<file path="src/rtl/core/sqld_pkg.sv">
// ----------------------------------------------------------------------------
// sqld_pkg
// Types, constants and mask functions shared by the lift/drop detector.
// ----------------------------------------------------------------------------
package sqld_pkg;

  localparam int unsigned OccW   = 64;  // one bit per square, fixed 8x8 layout
  localparam int unsigned RowW   = 8;   // bit stride between ranks
  localparam int unsigned CoordW = 3;   // rank or file index

  typedef logic [OccW-1:0]   occ_t;
  typedef logic [CoordW-1:0] coord_t;

  // First changed square found by a scan
  typedef struct packed {
    logic   found;
    coord_t rank;
    coord_t file;
  } sqld_hit_t;

  // One result beat
  typedef struct packed {
    logic   pickup_seen;
    coord_t pickup_rank;
    coord_t pickup_column;
    logic   drop_seen;
    coord_t drop_rank;
    coord_t drop_column;
    logic   home_layout;
  } sqld_result_t;

  // Squares that lie inside a side x side grid
  function automatic occ_t grid_mask(input int unsigned side);
    occ_t m;
    m = '0;
    for (int unsigned r = 0; r < RowW; r++) begin
      for (int unsigned f = 0; f < RowW; f++) begin
        if (r < side && f < side) begin
          m[r*RowW+f] = 1'b1;
        end
      end
    end
    return m;
  endfunction

  // Starting layout: two back ranks on each side full, the rest empty
  function automatic occ_t home_mask(input int unsigned side);
    occ_t m;
    m = '0;
    for (int unsigned r = 0; r < RowW; r++) begin
      for (int unsigned f = 0; f < RowW; f++) begin
        if (r < side && f < side && (r <= 1 || r + 2 >= side)) begin
          m[r*RowW+f] = 1'b1;
        end
      end
    end
    return m;
  endfunction

endpackage

</file>
<file path="src/rtl/core/sqld_first_square.sv">
// ----------------------------------------------------------------------------
// sqld_first_square
// Two-level priority encoder: lowest rank with a set bit, then lowest file.
// ----------------------------------------------------------------------------
module sqld_first_square (
  input  sqld_pkg::occ_t    vec_i,
  output sqld_pkg::sqld_hit_t hit_o
);

  logic [sqld_pkg::RowW-1:0] rank_any;
  logic [sqld_pkg::RowW-1:0] rank_bits;
  sqld_pkg::coord_t          rank_sel;
  sqld_pkg::coord_t          file_sel;

  always_comb begin
    for (int r = 0; r < sqld_pkg::RowW; r++) begin
      rank_any[r] = |vec_i[r*sqld_pkg::RowW +: sqld_pkg::RowW];
    end
  end

  // scan downwards so the lowest set rank wins
  always_comb begin
    rank_sel = '0;
    for (int r = sqld_pkg::RowW - 1; r >= 0; r--) begin
      if (rank_any[r]) begin
        rank_sel = sqld_pkg::CoordW'(r);
      end
    end
  end

  assign rank_bits = vec_i[rank_sel*sqld_pkg::RowW +: sqld_pkg::RowW];

  always_comb begin
    file_sel = '0;
    for (int f = sqld_pkg::RowW - 1; f >= 0; f--) begin
      if (rank_bits[f]) begin
        file_sel = sqld_pkg::CoordW'(f);
      end
    end
  end

  assign hit_o.found = |rank_any;
  assign hit_o.rank  = rank_sel;
  assign hit_o.file  = file_sel;

endmodule

</file>
<file path="src/rtl/core/sqld_eval.sv">
// ----------------------------------------------------------------------------
// sqld_eval
// Holds the stored snapshot and lifted flag; works out one result per beat.
// ----------------------------------------------------------------------------
module sqld_eval (
  input  logic                   clk_i,
  input  logic                   rst_ni,
  input  logic                   take_i,
  input  sqld_pkg::occ_t         board_i,
  input  logic                   home_i,
  output sqld_pkg::sqld_result_t result_o
);

  sqld_pkg::occ_t      current_q;
  logic                lifted_q;
  logic                lifted_d;
  sqld_pkg::occ_t      gone;
  sqld_pkg::occ_t      came;
  sqld_pkg::sqld_hit_t pick_hit;
  sqld_pkg::sqld_hit_t drop_hit;
  logic                armed;

  assign gone = current_q & ~board_i;
  assign came = ~current_q & board_i;

  sqld_first_square u_pick (
    .vec_i (gone),
    .hit_o (pick_hit)
  );

  sqld_first_square u_drop (
    .vec_i (came),
    .hit_o (drop_hit)
  );

  // pickup is checked first, so it can arm the drop in the same beat
  assign armed = lifted_q | pick_hit.found;

  always_comb begin
    result_o.pickup_seen   = pick_hit.found;
    result_o.pickup_rank   = pick_hit.found ? pick_hit.rank : '0;
    result_o.pickup_column = pick_hit.found ? pick_hit.file : '0;
    result_o.drop_seen     = armed & drop_hit.found;
    result_o.drop_rank     = (armed & drop_hit.found) ? drop_hit.rank : '0;
    result_o.drop_column   = (armed & drop_hit.found) ? drop_hit.file : '0;
    result_o.home_layout   = home_i;
    lifted_d               = armed & ~drop_hit.found;
  end

  always_ff @(posedge clk_i or negedge rst_ni) begin
    if (!rst_ni) begin
      current_q <= '0;
      lifted_q  <= 1'b0;
    end else if (take_i) begin
      current_q <= board_i;
      lifted_q  <= lifted_d;
    end
  end

  a_drop_needs_lift: assert property (@(posedge clk_i) disable iff (!rst_ni)
    take_i && result_o.drop_seen |-> lifted_q || result_o.pickup_seen)
    else $error("drop reported without a lift");

  a_drop_clears: assert property (@(posedge clk_i) disable iff (!rst_ni)
    take_i && result_o.drop_seen |=> !lifted_q)
    else $error("lifted flag not cleared by drop");

  a_pick_sets: assert property (@(posedge clk_i) disable iff (!rst_ni)
    take_i && result_o.pickup_seen && !result_o.drop_seen |=> lifted_q)
    else $error("lifted flag not set by pickup");

  a_pick_real: assert property (@(posedge clk_i) disable iff (!rst_ni)
    take_i && result_o.pickup_seen |->
      gone[{result_o.pickup_rank, result_o.pickup_column}])
    else $error("pickup square did not empty");

endmodule

</file>
<file path="src/rtl/core/square_matrix_lift_drop_detector.sv">
// ----------------------------------------------------------------------------
// square_matrix_lift_drop_detector
// Finds the first lifted and first dropped square between sensor polls.
//
//   channel | direction | handshake                | payload
//   --------+-----------+--------------------------+-------------------------
//   in      | input     | in_valid_i / in_ready_o  | occupancy_i
//   out     | output    | out_valid_o / out_ready_i| pickup_*, drop_*, home
//
// One snapshot per cycle sustained while the output is not stalled; a result
// passes from the input register to the result register and is then valid.
// Both priority encoders sit between the input and result registers.
// Reset clears the stored board, the lifted flag and both valid bits.
// A stalled output holds its beat; the input register still takes one more.
// ----------------------------------------------------------------------------
module square_matrix_lift_drop_detector #(
  parameter int unsigned BOARD_SIDE = 8
) (
  input  logic                     clk_i,
  input  logic                     rst_ni,
  input  logic                     in_valid_i,
  output logic                     in_ready_o,
  input  logic [63:0]              occupancy_i,
  output logic                     out_valid_o,
  input  logic                     out_ready_i,
  output logic                     pickup_seen_o,
  output logic [2:0]               pickup_rank_o,
  output logic [2:0]               pickup_column_o,
  output logic                     drop_seen_o,
  output logic [2:0]               drop_rank_o,
  output logic [2:0]               drop_column_o,
  output logic                     home_layout_o
);

  localparam sqld_pkg::occ_t GridMask = sqld_pkg::grid_mask(BOARD_SIDE);
  localparam sqld_pkg::occ_t HomeMask = sqld_pkg::home_mask(BOARD_SIDE);

  logic                   s1_valid_q;
  sqld_pkg::occ_t         s1_board_q;
  sqld_pkg::occ_t         s1_board_d;
  logic                   s1_home_q;
  logic                   s1_adv;
  logic                   in_take;
  logic                   out_valid_q;
  sqld_pkg::sqld_result_t result_d;
  sqld_pkg::sqld_result_t result_q;

  assign s1_adv     = s1_valid_q & (~out_valid_q | out_ready_i);
  assign in_ready_o = ~s1_valid_q | s1_adv;
  assign in_take    = in_valid_i & in_ready_o;

  // drop squares outside the grid before they reach the stored board
  assign s1_board_d = occupancy_i & GridMask;

  always_ff @(posedge clk_i or negedge rst_ni) begin
    if (!rst_ni) begin
      s1_valid_q <= 1'b0;
    end else if (in_ready_o) begin
      s1_valid_q <= in_valid_i;
    end
  end

  always_ff @(posedge clk_i) begin
    if (in_take) begin
      s1_board_q <= s1_board_d;
      s1_home_q  <= (s1_board_d == HomeMask);
    end
  end

  sqld_eval u_eval (
    .clk_i    (clk_i),
    .rst_ni   (rst_ni),
    .take_i   (s1_adv),
    .board_i  (s1_board_q),
    .home_i   (s1_home_q),
    .result_o (result_d)
  );

  always_ff @(posedge clk_i or negedge rst_ni) begin
    if (!rst_ni) begin
      out_valid_q <= 1'b0;
    end else if (~out_valid_q | out_ready_i) begin
      out_valid_q <= s1_valid_q;
    end
  end

  always_ff @(posedge clk_i) begin
    if (s1_adv) begin
      result_q <= result_d;
    end
  end

  assign out_valid_o     = out_valid_q;
  assign pickup_seen_o   = result_q.pickup_seen;
  assign pickup_rank_o   = result_q.pickup_rank;
  assign pickup_column_o = result_q.pickup_column;
  assign drop_seen_o     = result_q.drop_seen;
  assign drop_rank_o     = result_q.drop_rank;
  assign drop_column_o   = result_q.drop_column;
  assign home_layout_o   = result_q.home_layout;

endmodule
</file>
<file path="config.mk">
export PLATFORM = sky130hd
export DESIGN_NAME = square_matrix_lift_drop_detector
export DESIGN_NICKNAME = d
export VERILOG_FILES = /design/src/rtl/core/sqld_pkg.sv /design/src/rtl/core/sqld_first_square.sv /design/src/rtl/core/sqld_eval.sv /design/src/rtl/core/square_matrix_lift_drop_detector.sv
export SDC_FILE = /design/constraint.sdc
export NUM_CORES = 1
export LEC_CHECK = 0
export ABC_AREA = 0
export ABC_CLOCK_PERIOD_IN_PS = 8340
export BUFFER_PORTS_ARGS = -buffer_cell sky130_fd_sc_hd__buf_2
export CAP_MARGIN = 30
export CORE_UTILIZATION = 25
export CTS_CLUSTER_SIZE = 30
export DETAILED_ROUTE_END_ITERATION = 16
export GPL_ROUTABILITY_DRIVEN = 0
export GPL_TIMING_DRIVEN = 0
export SETUP_SLACK_MARGIN = 0.05
export SLEW_MARGIN = 20
export SYNTH_ARGS = -nofsm -noshare
export SYNTH_HDL_FRONTEND = slang
export SYNTH_SLANG_ARGS = --single-unit
</file>
<file path="constraint.sdc">
create_clock -name clk_i -period 8.34 [get_ports clk_i]
set_clock_uncertainty 0.1 [all_clocks]
set_input_delay 0.834 -clock clk_i [delete_from_list [all_inputs] [get_ports clk_i]]
set_output_delay 0.834 -clock clk_i [all_outputs]
set_load 0.05 [all_outputs]
</file>
==> impl_metrics.csv <==
group,metric,value,unit
clocking,cts.repair.resized,0,
power,power_leakage,3.64,nW
floorplanning,dieArea,0.0310,mm²
global_routing,grt_pass1_wl,35900,µm
clocking,clk_latency,0.44,ns
clocking,clock_path_buffers,2,
clocking,clk_pin_slew,0.07,ns
worst_setup_path,rr_startpoint,"u_eval.current_q[25]$_DFFE_PN0P_",
finish,fin_nets,950,
sta,finalSetupViolCount,0,
synth,async_flop_share,0.456,
global_routing,antenna_found_initial,0,
worst_setup_path,slowest_delay,0.58,ns
run,maxCapViolCount,0,
placement,io_buffers,84,
power,power,2.12,mW
floorplanning,coreArea,0.0297,mm²
global_routing,grt_usage,0.156,
worst_setup_path,worst_setup_path_end_kind,"flop",
floorplanning,io_pins,85,
sta,tns,0,ns
clocking,cts_buffers,17,
sta,worst_pin_slew,0.954,ns
global_routing,grt_max_degree,38,
clocking,cts_sinks,147,
worst_setup_path,r2r_cells,12,
clocking,cts_setup_buffers,0,
detailed_routing,via_per_inst,4.92,
detailed_routing,vias,6328,
floorplanning,fp-row-count,63,
synth,synthFlopType,"edfxtp_1",
worst_setup_path,reg2reg_to,"pickup_column_o[1]$_SDFFCE_PP0P_",
worst_setup_path,crit_required,8.51,ns
finish,fillerInstances,3044,
sta,relSlewSlack,0.358,
worst_setup_path,crit_type,"flop to flop",
detailed_routing,drtPass1Iterations,5,
status,status,"complete, no violations",
clocking,htreeDepth,4,
worst_setup_path,ff2ff_setup_slack,4.00,ns
synth,syn_area,0.00757,mm²
sta,finalCritPeriodShare,0.521,
finish,diodes,0,
power,cellPowerDensity,232,mW/mm²
min_path,hold_class,"primary input to asynchronous set/reset pin",
sta,hold_viol_final,0,
sta,rsz0062_at_grt,"no",
synth,synth_cells,777,
synth,synth_area_leaders,"edfxtp_1 (32%), dfrtp_1 (22%), nand2_1 (10%)",
sta,max_clock_freq,0.230,GHz
worst_setup_path,critPathArrivalTime,4.51,ns
finish,final_cell_mix,"nand2_1 (208), buf_2 (84), edfxtp_1 (80)",
finish,ff_latch_area,0.00408,mm²
global_routing,grt_pass1_vias,6199,
detailed_routing,drt-initial-drc-count,594,
global_routing,overflow,0,
worst_setup_path,cpMaxStageDelayCell,"or4_1",
placement,place_hpwl,18800,µm
clocking,hold_buffers,0,
finish,syn2layout_area_growth,20.7,%
synth,ys_warn_count,0,
power,peakVddDrop,0.0938,mV
clocking,cts_tree,"done",
finish,drive_above_1_share,0.156,
detailed_routing,antenna_left,0,
finish,layout_commonest_cell,"nand2_1",
synth,synth_seq_area_share,0.539,
worst_setup_path,crit_fanout,10,
worst_setup_path,crit_path_start_kind,"flop",
floorplanning,die_w,176,µm
floorplanning,initial_utilization,0.255,
sta,maxSlewViolCount,0,
synth,synth-edff-count,80,
sta,fin_crit,4.34,ns
placement,dpl-instance-area,0.00853,mm²
clocking,clk_root_buffer_cell,"clkbuf_16",
finish,final_area,0.00914,mm²
synth,synth_top_area_frac,0.317,
detailed_routing,drc,0,
detailed_routing,drt_wl_total,23600,µm
synth,syn_nets,845,
finish,multi_input_area,0.00337,mm²
synth,synth_largest_area_cell,"edfxtp_1",
floorplanning,fp.dieH,176,µm
synth,syn_avg_cell_area,9.75,µm²
synth,yosysUniqueCellTypes,73,
detailed_routing,wire_per_inst,18.4,µm
worst_setup_path,path_cells,"nor2b_1 > or4_1 > nor4_1 > o31ai_2 > a21o_1 > nand2_1 > inv_2 > buf_2 > mux2i_1 > a222oi_1 > o31ai_1 > a31oi_1",
synth,ys_seq_elements,147,
## how the worst max path moves through the flow
stage | endpoint | cells past startpoint | slack [ns] | start
6_report | pickup_column_o[1]$_SDFFCE_PP0P_ | 12 | 4.00 | u_eval.current_q[25]$_DFFE_PN0P_
5_1_grt | pickup_column_o[1]$_SDFFCE_PP0P_ | 12 | 3.76 | u_eval.current_q[25]$_DFFE_PN0P_
4_1_cts | pickup_column_o[1]$_SDFFCE_PP0P_ | 12 | 4.15 | u_eval.current_q[25]$_DFFE_PN0P_
3_5_place_dp | pickup_column_o[1]$_SDFFCE_PP0P_ | 12 | 4.20 | u_eval.current_q[25]$_DFFE_PN0P_
3_3_place_gp | pickup_column_o[1]$_SDFFCE_PP0P_ | 12 | 4.20 | u_eval.current_q[25]$_DFFE_PN0P_
2_1_floorplan | s1_board_q[0]$_DFFE_PP_ | 2 | 4.91 | out_ready_i
## cell usage after synthesis, types with 8 or more instances
master and count:
o21ai_0 16, edfxtp_1 80, nand3_1 11, nor3_1 9, nand2b_1 56, nor2b_1 75
nand4_1 24, dfrtp_1 67, nor2_1 30, inv_1 8, nor4_1 16, nand2_1 208
a21oi_1 28, mux2i_1 11, clkbuf_1 17, or4_1 12
## cells by family (layout without fill, tap and decap cells)
group           Yosys count  in the layout  share of synthesized area
compound gates          108            108                      0.102
buf+inv                  31            149                     0.0165
flops                   147            147                      0.539
mux                      14             14                     0.0190
simple gates            477            477                      0.323
## sequential cells by signal, indices dropped and copies added (netlist names)
signal,count
drop_column_o,3
drop_rank_o,3
drop_seen_o,1
home_layout_o,1
out_valid_o,1
pickup_column_o,3
pickup_rank_o,3
pickup_seen_o,1
s1_board_q,64
s1_home_q,1
s1_valid_q,1
u_eval.current_q,64
u_eval.lifted_q,1
## final cells by class
cell class	count	area share
sequential	147	0.446
multi-input combinational	599	0.369
tap	390	0.0534
timing repair buffer	86	0.0506
clock buffer	20	0.0500
clock inverter	12	0.0171
buffer	20	0.00931
inverter	11	0.00452
## metrics by stage
step | util | instances | hold slack (ns) | setup WS [ns]
floorplan | - | 777 | 0.300 | 4.91
global placement | 0.285 | 1251 | 0.307 | 4.20
detailed placement | 0.287 | 1253 | 0.315 | 4.20
CTS | 0.308 | 1285 | 0.266 | 4.15
global route | 0.308 | 1285 | 0.274 | 3.76
finish | 0.308 | 1285 | 0.248 | 4.00
## report_power, final
part           total [mW]  internal [mW]  switching (mW)
Sequential          0.912          0.858          0.0545
Combinational       0.418          0.141           0.277
Clock               0.794          0.487           0.307
## metal layers
| layer | up-vias | track usage | part of all wire |
|---|---|---|---|
| li1 | 2989 | - | - |
| met1 | 3007 | 0.199 | 0.43 |
| met2 | 283 | 0.243 | 0.45 |
| met3 | 49 | 0.0478 | 0.086 |
| met4 | 0 | 0.0674 | 0.034 |
| met5 | - | 0 | 0 |
## worst max-delay path: cells and delay by family (launching register included)
family	cells	cell delay, ns
AO/OA/AOI/OAI	5	1.55
flip-flops	1	0.39
AND/OR/NAND/NOR	4	1.62
buffers and inverters	2	0.31
multiplexers	1	0.21
(Power assumes the default switching activity.)
